[config.mk]
export PLATFORM = sky130hd
export DESIGN_NAME = integer_to_ascii_formatter
export DESIGN_NICKNAME = d
export VERILOG_FILES = /design/src/itoa_pkg.sv /design/src/itoa_dabble_stage.sv /design/src/itoa_serializer.sv /design/src/integer_to_ascii_formatter.sv
export SDC_FILE = /design/constraint.sdc
export NUM_CORES = 2
export LEC_CHECK = 0
export BUFFER_PORTS_ARGS = -buffer_cell sky130_fd_sc_hd__buf_2
export CAP_MARGIN = 20
export CORE_UTILIZATION = 55
export DETAILED_ROUTE_END_ITERATION = 8
export MAX_ROUTING_LAYER = met4
export PLACE_DENSITY = 0.71
export SLEW_MARGIN = 20
export SYNTH_ARGS = -nofsm -noshare
export SYNTH_HDL_FRONTEND = slang
export SYNTH_SLANG_ARGS = --single-unit
[constraint.sdc]
create_clock -name clock -period 21.5 [get_ports clock]
set_clock_uncertainty 0.05 [all_clocks]
set_input_delay 1.075 -clock clock [delete_from_list [all_inputs] [get_ports clock]]
set_output_delay 1.075 -clock clock [all_outputs]
set_load 0.01 [all_outputs]
[src/itoa_pkg.sv]
// Package for the integer to ASCII formatter: shared types, character constants
// and the digit-to-character function. Depends on nothing.
`default_nettype none
package itoa_pkg;
   localparam int unsigned DIGITS   = 10;
   localparam int unsigned STAGES   = 4;
   localparam int unsigned STEPS    = 8;
   localparam int unsigned BIN_W    = 32;
   localparam int unsigned BCD_W    = 4 * DIGITS;

   localparam logic [6:0] CHAR_ZERO  = 7'h30;
   localparam logic [6:0] CHAR_A     = 7'h41;
   localparam logic [6:0] CHAR_MINUS = 7'h2D;
   localparam logic [3:0] RADIX_DEC  = 4'd10;

   localparam logic FUNC_DEC = 1'b0;
   localparam logic FUNC_HEX = 1'b1;

   typedef struct packed {
      logic              hex;
      logic              neg;
      logic [BIN_W-1:0]  bin;
      logic [BCD_W-1:0]  bcd;
   } work_type;

   function automatic logic [6:0] digit_char(input logic [3:0] d);
      if (d >= RADIX_DEC) begin
         return CHAR_A + {3'b000, d - RADIX_DEC};
      end
      return CHAR_ZERO + {3'b000, d};
   endfunction
endpackage
`default_nettype wire

[src/itoa_dabble_stage.sv]
// One pipeline stage of the binary-to-BCD converter: STEPS shift-and-add-3 steps.
// Depends on itoa_pkg.
`default_nettype none
module itoa_dabble_stage (
   input  wire                   clock,
   input  wire                   reset,
   input  wire                   in_valid,
   input  itoa_pkg::work_type    in_data,
   output logic                  in_ready,
   output logic                  out_valid,
   output itoa_pkg::work_type    out_data,
   input  wire                   out_ready
);
   import itoa_pkg::*;

   logic     valid_ff;
   work_type data_ff;
   work_type data_in;

   // Hex items pass through untouched; decimal items take STEPS dabble steps.
   always_comb begin
      logic [BCD_W-1:0] bcd;
      logic [BIN_W-1:0] bin;
      bcd = in_data.bcd;
      bin = in_data.bin;
      for (int s = 0; s < STEPS; s++) begin
         for (int d = 0; d < DIGITS; d++) begin
            if (bcd[4*d +: 4] >= 4'd5) begin
               bcd[4*d +: 4] = bcd[4*d +: 4] + 4'd3;
            end
         end
         bcd = {bcd[BCD_W-2:0], bin[BIN_W-1]};
         bin = {bin[BIN_W-2:0], 1'b0};
      end
      data_in = in_data;
      if (!in_data.hex) begin
         data_in.bcd = bcd;
         data_in.bin = bin;
      end
   end

   assign in_ready  = !valid_ff || out_ready;
   assign out_valid = valid_ff;
   assign out_data  = data_ff;

   always_ff @(posedge clock) begin
      if (reset) begin
         valid_ff <= 1'b0;
      end else if (in_ready) begin
         valid_ff <= in_valid;
      end
      if (in_ready && in_valid) begin
         data_ff <= data_in;
      end
   end
endmodule
`default_nettype wire

[src/itoa_serializer.sv]
// Character emitter: holds one converted number and sends its sign and digits.
// Depends on itoa_pkg.
`default_nettype none
module itoa_serializer (
   input  wire                   clock,
   input  wire                   reset,
   input  wire                   in_valid,
   input  itoa_pkg::work_type    in_data,
   output logic                  in_ready,
   output logic                  out_valid,
   output logic [6:0]            out_char,
   output logic                  out_last,
   output logic [3:0]            out_length,
   input  wire                   out_stall
);
   import itoa_pkg::*;

   logic       valid_ff;
   logic       sign_ff;
   logic [3:0] idx_ff;
   logic [3:0] len_ff;
   logic [3:0] digit_ff [DIGITS];
   logic [3:0] ndig;
   logic       take;
   logic       done;

   // Number of significant digits, at least one so that zero prints as "0".
   always_comb begin
      ndig = 4'd1;
      for (int i = 1; i < DIGITS; i++) begin
         if (in_data.bcd[4*i +: 4] != 4'd0) begin
            ndig = 4'(i + 1);
         end
      end
   end

   assign take       = valid_ff && !out_stall;
   assign done       = take && !sign_ff && (idx_ff == 4'd0);
   assign in_ready   = !valid_ff || done;
   assign out_valid  = valid_ff;
   assign out_char   = sign_ff ? CHAR_MINUS : digit_char(digit_ff[idx_ff]);
   assign out_last   = !sign_ff && (idx_ff == 4'd0);
   assign out_length = len_ff;

   always_ff @(posedge clock) begin
      if (reset) begin
         valid_ff <= 1'b0;
         sign_ff  <= 1'b0;
         idx_ff   <= 4'd0;
         len_ff   <= 4'd0;
      end else if (in_ready && in_valid) begin
         valid_ff <= 1'b1;
         sign_ff  <= in_data.neg;
         idx_ff   <= ndig - 4'd1;
         len_ff   <= ndig + {3'b000, in_data.neg};
      end else if (done) begin
         valid_ff <= 1'b0;
      end else if (take) begin
         if (sign_ff) begin
            sign_ff <= 1'b0;
         end else begin
            idx_ff <= idx_ff - 4'd1;
         end
      end
      if (in_ready && in_valid) begin
         for (int i = 0; i < DIGITS; i++) begin
            digit_ff[i] <= in_data.bcd[4*i +: 4];
         end
      end
   end
endmodule
`default_nettype wire

[src/integer_to_ascii_formatter.sv]
// Integer to ASCII formatter, top level. Depends on itoa_pkg, itoa_dabble_stage
// and itoa_serializer.
// The request is registered in stage zero, in each of the four converter stages
// and in the character emitter before its first character is shown.
// Throughput: one character per cycle while rsp_stall is low; a number's text is
// 1 to 11 characters long, and the character emitter in the last stage sets the rate.
// Reset: synchronous, active high; all valid bits clear and nothing is emitted.
`default_nettype none
module integer_to_ascii_formatter (
   input  wire          clock,
   input  wire          reset,
   input  wire          req_valid,
   output logic         req_stall,
   input  wire  [31:0]  req_value,
   input  wire          req_func,
   output logic         rsp_valid,
   input  wire          rsp_stall,
   output logic [6:0]   rsp_char_code,
   output logic         rsp_last,
   output logic [3:0]   rsp_text_length
);
   import itoa_pkg::*;

   // Stage zero registers the request with the magnitude already taken.
   // In decimal mode a negative value is negated as an unsigned word, so the
   // most negative value gives 2147483648. In hex mode the raw word is loaded
   // straight into the digit field and the converter stages leave it alone.
   logic     s0_valid_ff;
   work_type s0_data_ff;
   work_type s0_data_in;
   logic     s0_ready;

   logic     stage_valid [STAGES+1];
   work_type stage_data  [STAGES+1];
   logic     stage_ready [STAGES+1];

   always_comb begin
      logic [BIN_W-1:0] mag;
      s0_data_in.hex = (req_func == FUNC_HEX);
      s0_data_in.neg = (req_func == FUNC_DEC) && req_value[31];
      mag = s0_data_in.neg ? (32'd0 - req_value) : req_value;
      s0_data_in.bin = mag;
      s0_data_in.bcd = s0_data_in.hex ? {{(BCD_W-BIN_W){1'b0}}, mag} : '0;
   end

   assign s0_ready  = !s0_valid_ff || stage_ready[0];
   assign req_stall = !s0_ready;

   always_ff @(posedge clock) begin
      if (reset) begin
         s0_valid_ff <= 1'b0;
      end else if (s0_ready) begin
         s0_valid_ff <= req_valid;
      end
      if (s0_ready && req_valid) begin
         s0_data_ff <= s0_data_in;
      end
   end

   assign stage_valid[0] = s0_valid_ff;
   assign stage_data[0]  = s0_data_ff;

   // Four converter stages of eight double-dabble steps each cover all 32 bits.
   for (genvar g = 0; g < STAGES; g++) begin : g_dabble
      itoa_dabble_stage u_stage (
         .clock     (clock),
         .reset     (reset),
         .in_valid  (stage_valid[g]),
         .in_data   (stage_data[g]),
         .in_ready  (stage_ready[g]),
         .out_valid (stage_valid[g+1]),
         .out_data  (stage_data[g+1]),
         .out_ready (stage_ready[g+1])
      );
   end

   // The emitter takes a new number when it is empty or as its last character leaves.
   itoa_serializer u_serializer (
      .clock      (clock),
      .reset      (reset),
      .in_valid   (stage_valid[STAGES]),
      .in_data    (stage_data[STAGES]),
      .in_ready   (stage_ready[STAGES]),
      .out_valid  (rsp_valid),
      .out_char   (rsp_char_code),
      .out_last   (rsp_last),
      .out_length (rsp_text_length),
      .out_stall  (rsp_stall)
   );
endmodule
`default_nettype wire

After elaboration in Yosys (flattened, before gate mapping)
Memory sizes are Yosys's and may differ from the RTL's. A register that Yosys moved wholly into a read port is not among the register bits.
Cells that the tools add are included.
{"block": "totals", "ram_bits": 40, "memories": 1, "inputBits": 37, "latchBits": 0, "reg_bits": 336, "romBits": 0}
{"block": "classes", "n_reduce_logical": 40, "addsub": 327, "n_eq_ne": 2, "shift": 0, "order_cmp": 321, "mul": 0, "div_mod_pow": 0, "bitwise": 1, "n_mux": 351}
{"name": "u_serializer.digit_ff", "depth": 10, "word_bits": 4, "read_ports": 1, "rd_clocked_by_memory_dff": 1, "wr": 10, "line_no": "itoa_serializer.sv:22", "source": "logic [3:0] digit_ff [DIGITS];"}
{"op": ">= comparator 4 x 3 -> 1 bit, second input constant", "count": 318}
{"op": "2-to-1 mux 4 bit", "count": 297}
{"op": "adder 4 x 2 -> 4 bit, second input constant", "count": 287}
{"op": "2-to-1 mux 72 bit", "count": 3}
{"op": "2-to-1 mux 3 bit", "count": 36}
{"op": "adder 3 x 2 -> 3 bit, second input constant", "count": 31}
{"op": "2-to-1 mux 40 bit", "count": 1}
{"op": "nonzero test 4 bit", "count": 9}
{"op": "2-to-1 mux 32 bit", "count": 1}
{"op": "subtractor 1 x 32 -> 32 bit, first input constant", "count": 1}
{"op": "2-to-1 mux 7 bit", "count": 3}
{"op": "logical AND 1 bit", "count": 11}
{"op": "zero test 1 bit", "count": 9}
{"op": "2-to-1 mux 1 bit", "count": 8}
{"op": "subtractor 4 x 1 -> 4 bit, second input constant", "count": 2}
{"op": "adder 6 x 4 -> 7 bit, first input constant", "count": 1}
{"op": "adder 7 x 4 -> 7 bit, first input constant", "count": 1}
{"op": "logical OR 1 bit", "count": 6}
{"op": "adder 4 x 1 -> 4 bit", "count": 1}
{"op": "adder 4 x 2 -> 4 bit, both inputs constant", "count": 1}
{"op": ">= comparator 4 x 3 -> 1 bit, both inputs constant", "count": 1}
{"op": ">= comparator 4 bit, second input constant", "count": 1}
{"op": "zero test 4 bit", "count": 1}
{"op": "2-to-1 mux 2 bit", "count": 2}
{"op": "other kinds (8)", "count": 10}

Logic depth before layout (Yosys ltp)
{"block": "logic_depth", "word_depth": 17, "ltp_mapped": 41, "depth_no_buf": 41}

By module
A second synthesis with hierarchy kept.
{"block": "hier_totals", "hier_cells": 7335, "hier_area_um2": 58601.2}
{"module": "itoa_dabble_stage", "area_each_um2": 13269.0, "seq_area_each_um2": 2242.2, "instances": 4, "cells_per_inst": 1734}
{"module": "integer_to_ascii_formatter", "area_each_um2": 3027.9, "seq_area_each_um2": 2001.9, "instances": 1, "cells_per_inst": 210}
{"module": "itoa_serializer", "area_each_um2": 2497.4, "seq_area_each_um2": 1481.4, "instances": 1, "cells_per_inst": 189}

Worst setup path after synthesis
Ideal clock, no wire load.
{"block": "synth_path", "kind": "flip-flop to flip-flop", "from": "register g_dabble[0].u_stage.data_ff, in the netlist g_dabble[0].u_stage.out_data[28]", "to": "register g_dabble[1].u_stage.data_ff, in the netlist g_dabble[1].u_stage.out_data[38] (data pin)", "required_ns": 21.184, "path_buffers": 0, "arrival_ns": 7.177, "stages_incl_launch_ff": 35, "period_less_slack_ns": 7.492, "setup_slack_ns": 14.008, "cell_sequence": "edfxtp_1 -> inv_1 -> ha_1 -> nor2b_1 -> a2bb2oi_1 -> nand2_1 -> ha_1 -> or3_1 -> a221oi_1 -> nor2_1 -> nand3_1 -> nand2b_1 -> inv_1 -> ha_1 -> nor4b_1 -> or4_1 -> a221o_1 -> or3_1 -> and2_1 -> ha_1 -> o21a_1 -> o31ai_1 -> ha_1 -> inv_1 -> and2_1 -> o21a_1 -> a21oi_1 -> ha_1 -> inv_1 -> nor2_1 -> o21ai_0 -> or3b_1 -> o311a_1 -> mux2_2 -> o21ai_1"}
{"item": "start, declared", "line_no": "itoa_dabble_stage.sv:17", "source": "work_type data_ff;"}
{"item": "start signal, assigned", "line_no": "itoa_dabble_stage.sv:53", "source": "data_ff <= data_in;"}
{"item": "end signal, assigned", "line_no": "itoa_dabble_stage.sv:53"}
{"item": "end, declared", "line_no": "itoa_dabble_stage.sv:17"}

==> results_tabular.tex <==
\begin{tabular}{lr}
\hline
Metric & Value \\
\hline
\multicolumn{2}{l}{\textbf{Timing}} \\
Unrepaired setup endpoints after global routing & false \\
Final max-slew violation count & 0 \\
Transition at the pin with the smallest max-transition slack & 1011 ps \\
Final clock period utilization by the worst path & 39.09\% \\
Hold violation count in the final report & 0 \\
Total of endpoints with negative setup slack in the final report & 0 \\
Final critical path time including I/O delays and setup & 8405 ps \\
Post-layout worst setup margin & 13100 ps \\
Hold\_ws & 368.3 ps \\
Total negative slack for setup checks & 0 ps \\
Worst slew slack as a fraction of its limit & 32.59\% \\
Achievable Freq & 0.1190 GHz \\
\multicolumn{2}{l}{\textbf{Place}} \\
Number of buffer cells added on primary ports & 50 \\
Global placer's final weighted congestion & 0.9386 \\
Post-placement cell area & 53910 um2 \\
Worst-case setup slack after placement & 13160 ps \\
Post-DP HPWL & 101.7 mm \\
\multicolumn{2}{l}{\textbf{GRT}} \\
Grt ovf & 0 \\
First-pass GRT wire length & 215.0 mm \\
Number of global-route vias before repair & 46497 \\
Combined global-route utilization of all metal layers & 26.10\% \\
Antenna violations before repair & 1 \\
Largest net degree at the start of global routing & 81 \\
\multicolumn{2}{l}{\textbf{Route}} \\
Total number of vias & 51355 \\
Antenna-violating nets left & 0 \\
Detailed-routing iteration count for the pre-antenna-repair pass & 6 \\
Routed wire per std cell & 15.94 um \\
Number of DRC violations after detailed routing & 0 \\
Routed wire length & 129.1 mm \\
Via/cell ratio & 6.342 \\
First-iteration detailed-routing DRC count & 3499 \\
\multicolumn{2}{l}{\textbf{Clock network}} \\
PostCTS Resize Cnt & 0 \\
TritonCTS clock tree & done \\
Count of H-tree levels built during CTS & 2 \\
Post-CTS setup-driven buffer insertion count & 0 \\
Number of clock buffers inserted by TritonCTS & 40 \\
Maximum clock insertion buffer count & 3 \\
Clock sinks & 340 \\
Clock insertion delay at the later pin of the skew report & 620 ps \\
Root cell of the clock tree & clkbuf\_16 \\
Hold buffer count at cts & 0 \\
Clock transition at the registers of the reported paths & 70 ps \\
\multicolumn{2}{l}{\textbf{Worst setup path}} \\
Depth of the worst register-to-register path & 34 \\
Buffer and inverter count on the worst path & 4 \\
Critical setup path kind & register to register \\
Library cell contributing the largest single delay on the critical path & or4\_1 \\
Type of element launching the critical path & register \\
Critical Path Max Stage Delay & 550 ps \\
Top cell by count, worst path & ha\_1 \\
Crit path capture type & register \\
Worst reg2reg setup slack & 13100 ps \\
CP arrival & 8780 ps \\
Reg-to-Reg Start & g\_dabble[0].u\_stage.out\_data[28]\$\_DFFE\_PP\_ \\
Endpoint of the lowest-slack register-to-register path & g\_dabble[1].u\_stage.out\_data[38]\$\_DFFE\_PP\_ \\
Worst EP required & 21880 ps \\
Number of cells on the critical path & 34 \\
Kind of cell adding the most delay to the critical path & simple AND/OR/NAND/NOR gates \\
Maximum net fanout on the critical path & 7 \\
\multicolumn{2}{l}{\textbf{Cells and area}} \\
Share of layout cells above drive strength 1 & 9.002\% \\
Final nets & 7134 \\
Leading cell type in the layout, fill and taps excluded & nand2\_1 \\
Area growth syn-to-layout & 4.789\% \\
Post-route design area & 55270 um2 \\
Commonest cells after routing, fill and taps aside & nand2\_1 (601), nor2\_1 (509), o21ai\_0 (492), a21oi\_1 (487), inv\_1 (452) \\
\multicolumn{2}{l}{\textbf{Run}} \\
Max-Cap Viols & 0 \\
\multicolumn{2}{l}{\textbf{Worst hold path}} \\
Capture endpoint of the worst hold path & u\_serializer.digit\_ff[0][2]\$\_DFFE\_PP\_ \\
Worst hold path class & register to register \\
Cell depth of the worst hold path & 0 \\
HP Start & g\_dabble[3].u\_stage.out\_data[2]\$\_DFFE\_PP\_ \\
\multicolumn{2}{l}{\textbf{Synth}} \\
Top cell type's share of synthesized area & 18.28\% \\
Synthesized area & 52740 um2 \\
Top post-synthesis cells by area & edfxtp\_1 (18\%), ha\_1 (7.0\%), o21ai\_0 (4.7\%), a21oi\_1 (4.6\%), nand2\_1 (4.3\%) \\
Synthesized netlist cell count & 6905 \\
Yosys warnings & 0 \\
Post-synth EDFFs & 321 \\
Post-synthesis sequential area ratio & 19.00\% \\
Proportion of synthesized flip-flops having asynchronous set or reset & 0\% \\
Post-Synthesis Mean Instance Area & 7.639 um2 \\
Synth area leader & edfxtp\_1 \\
Most used DFF post-synth & edfxtp\_1 \\
Post-synthesis register bit count & 340 \\
Post-synth cell types & 139 \\
Syn nets & 7238 \\
\multicolumn{2}{l}{\textbf{Floorplanning}} \\
Initial standard-cell utilization of the core & 55.51\% \\
Top-level I/O count & 51 \\
Die X & 311.7 um \\
Die H & 311.7 um \\
DIE AREA & 97140 um2 \\
CORE AREA & 95010 um2 \\
Num rows & 113 \\
\multicolumn{2}{l}{\textbf{Run status}} \\
Status & complete, no violations \\
\hline
\end{tabular}
[cell families after synthesis]
kind of cell               count (synthesis)  share of synthesized area [%]
AOI/OAI and AO/OA                       2627                          34.75
xor gates and xnor gates                 183                          3.193
adders and majority gates                304                          7.174
buffers and inverters                    684                          4.979
DFF                                      340                          19.00
muxes                                    411                          8.559
and+or+nand+nor                         2356                          22.35
[layer usage]
| layer | vias to the layer above | track usage (%) | share of wire [%] |
|---|---|---|---|
| met5 | - | - | 0 |
| met4 | 0 | 6.439 | 2.2 |
| met3 | 170 | 2.023 | 3.8 |
| met2 | 966 | 45.29 | 48 |
| met1 | 24066 | 32.74 | 46 |
| li1 | 26153 | - | - |
[cell usage after synthesis, types with 175 or more instances]
| master | number |
|---|---|
| a211oi_1 | 179 |
| a21oi_1 | 488 |
| edfxtp_1 | 321 |
| ha_1 | 296 |
| inv_1 | 453 |
| mux2_2 | 192 |
| mux2i_1 | 201 |
| nand2_1 | 601 |
| nand3_1 | 176 |
| nor2_1 | 510 |
| nor3_1 | 175 |
| o21ai_0 | 493 |
[worst max-delay path by stage]
stage | startpoint | end | slack [ps]
finish | g_dabble[0].u_stage.out_data[28]$_DFFE_PP_ | g_dabble[1].u_stage.out_data[38]$_DFFE_PP_ | 13100
global route | g_dabble[0].u_stage.out_data[24]$_DFFE_PP_ | g_dabble[1].u_stage.out_data[38]$_DFFE_PP_ | 12490
global placement | g_dabble[0].u_stage.out_data[28]$_DFFE_PP_ | g_dabble[1].u_stage.out_data[38]$_DFFE_PP_ | 13400
CTS | g_dabble[0].u_stage.out_data[28]$_DFFE_PP_ | g_dabble[1].u_stage.out_data[38]$_DFFE_PP_ | 13150
floorplan | g_dabble[0].u_stage.out_data[28]$_DFFE_PP_ | g_dabble[1].u_stage.out_data[38]$_DFFE_PP_ | 14010
detailed placement | g_dabble[0].u_stage.out_data[28]$_DFFE_PP_ | g_dabble[1].u_stage.out_data[38]$_DFFE_PP_ | 13160
[sequential cells by signal, indices dropped and copies added (netlist names), named ones only]
register / flops
u_serializer.sign_ff: 1
g_dabble.u_stage.out_data: 215
s0_valid_ff: 1
u_serializer.out_length: 4
g_dabble.u_stage.out_valid: 4
u_serializer.digit_ff: 40
u_serializer.out_valid: 1
s0_data_ff: 66
u_serializer.idx_ff: 4
[area by class of cell]
class                   instances  area (um2)
multi-input cells            5881       40150
fillers                      8840       39740
flip-flops and latches        340       10020
inverters                     469        1760
well taps                    1265        1583
clock buffers                  49        1086
repair buffers                 69       392.9
clock inverters                24       274.0
diodes                          1       2.502
[stage by stage]
| step | utilization, % | cells |
|---|---|---|
| after global placement | 56.74 | 8024 |
| final | 58.17 | 8098 |
| after CTS | 58.17 | 8097 |
| after floorplan | - | 6905 |
| after global routing | 58.17 | 8098 |
| after detailed placement | 56.74 | 8024 |
Power is not shown: default switching activity piles up to over one toggle a cycle in this logic, so the estimate is an artifact.
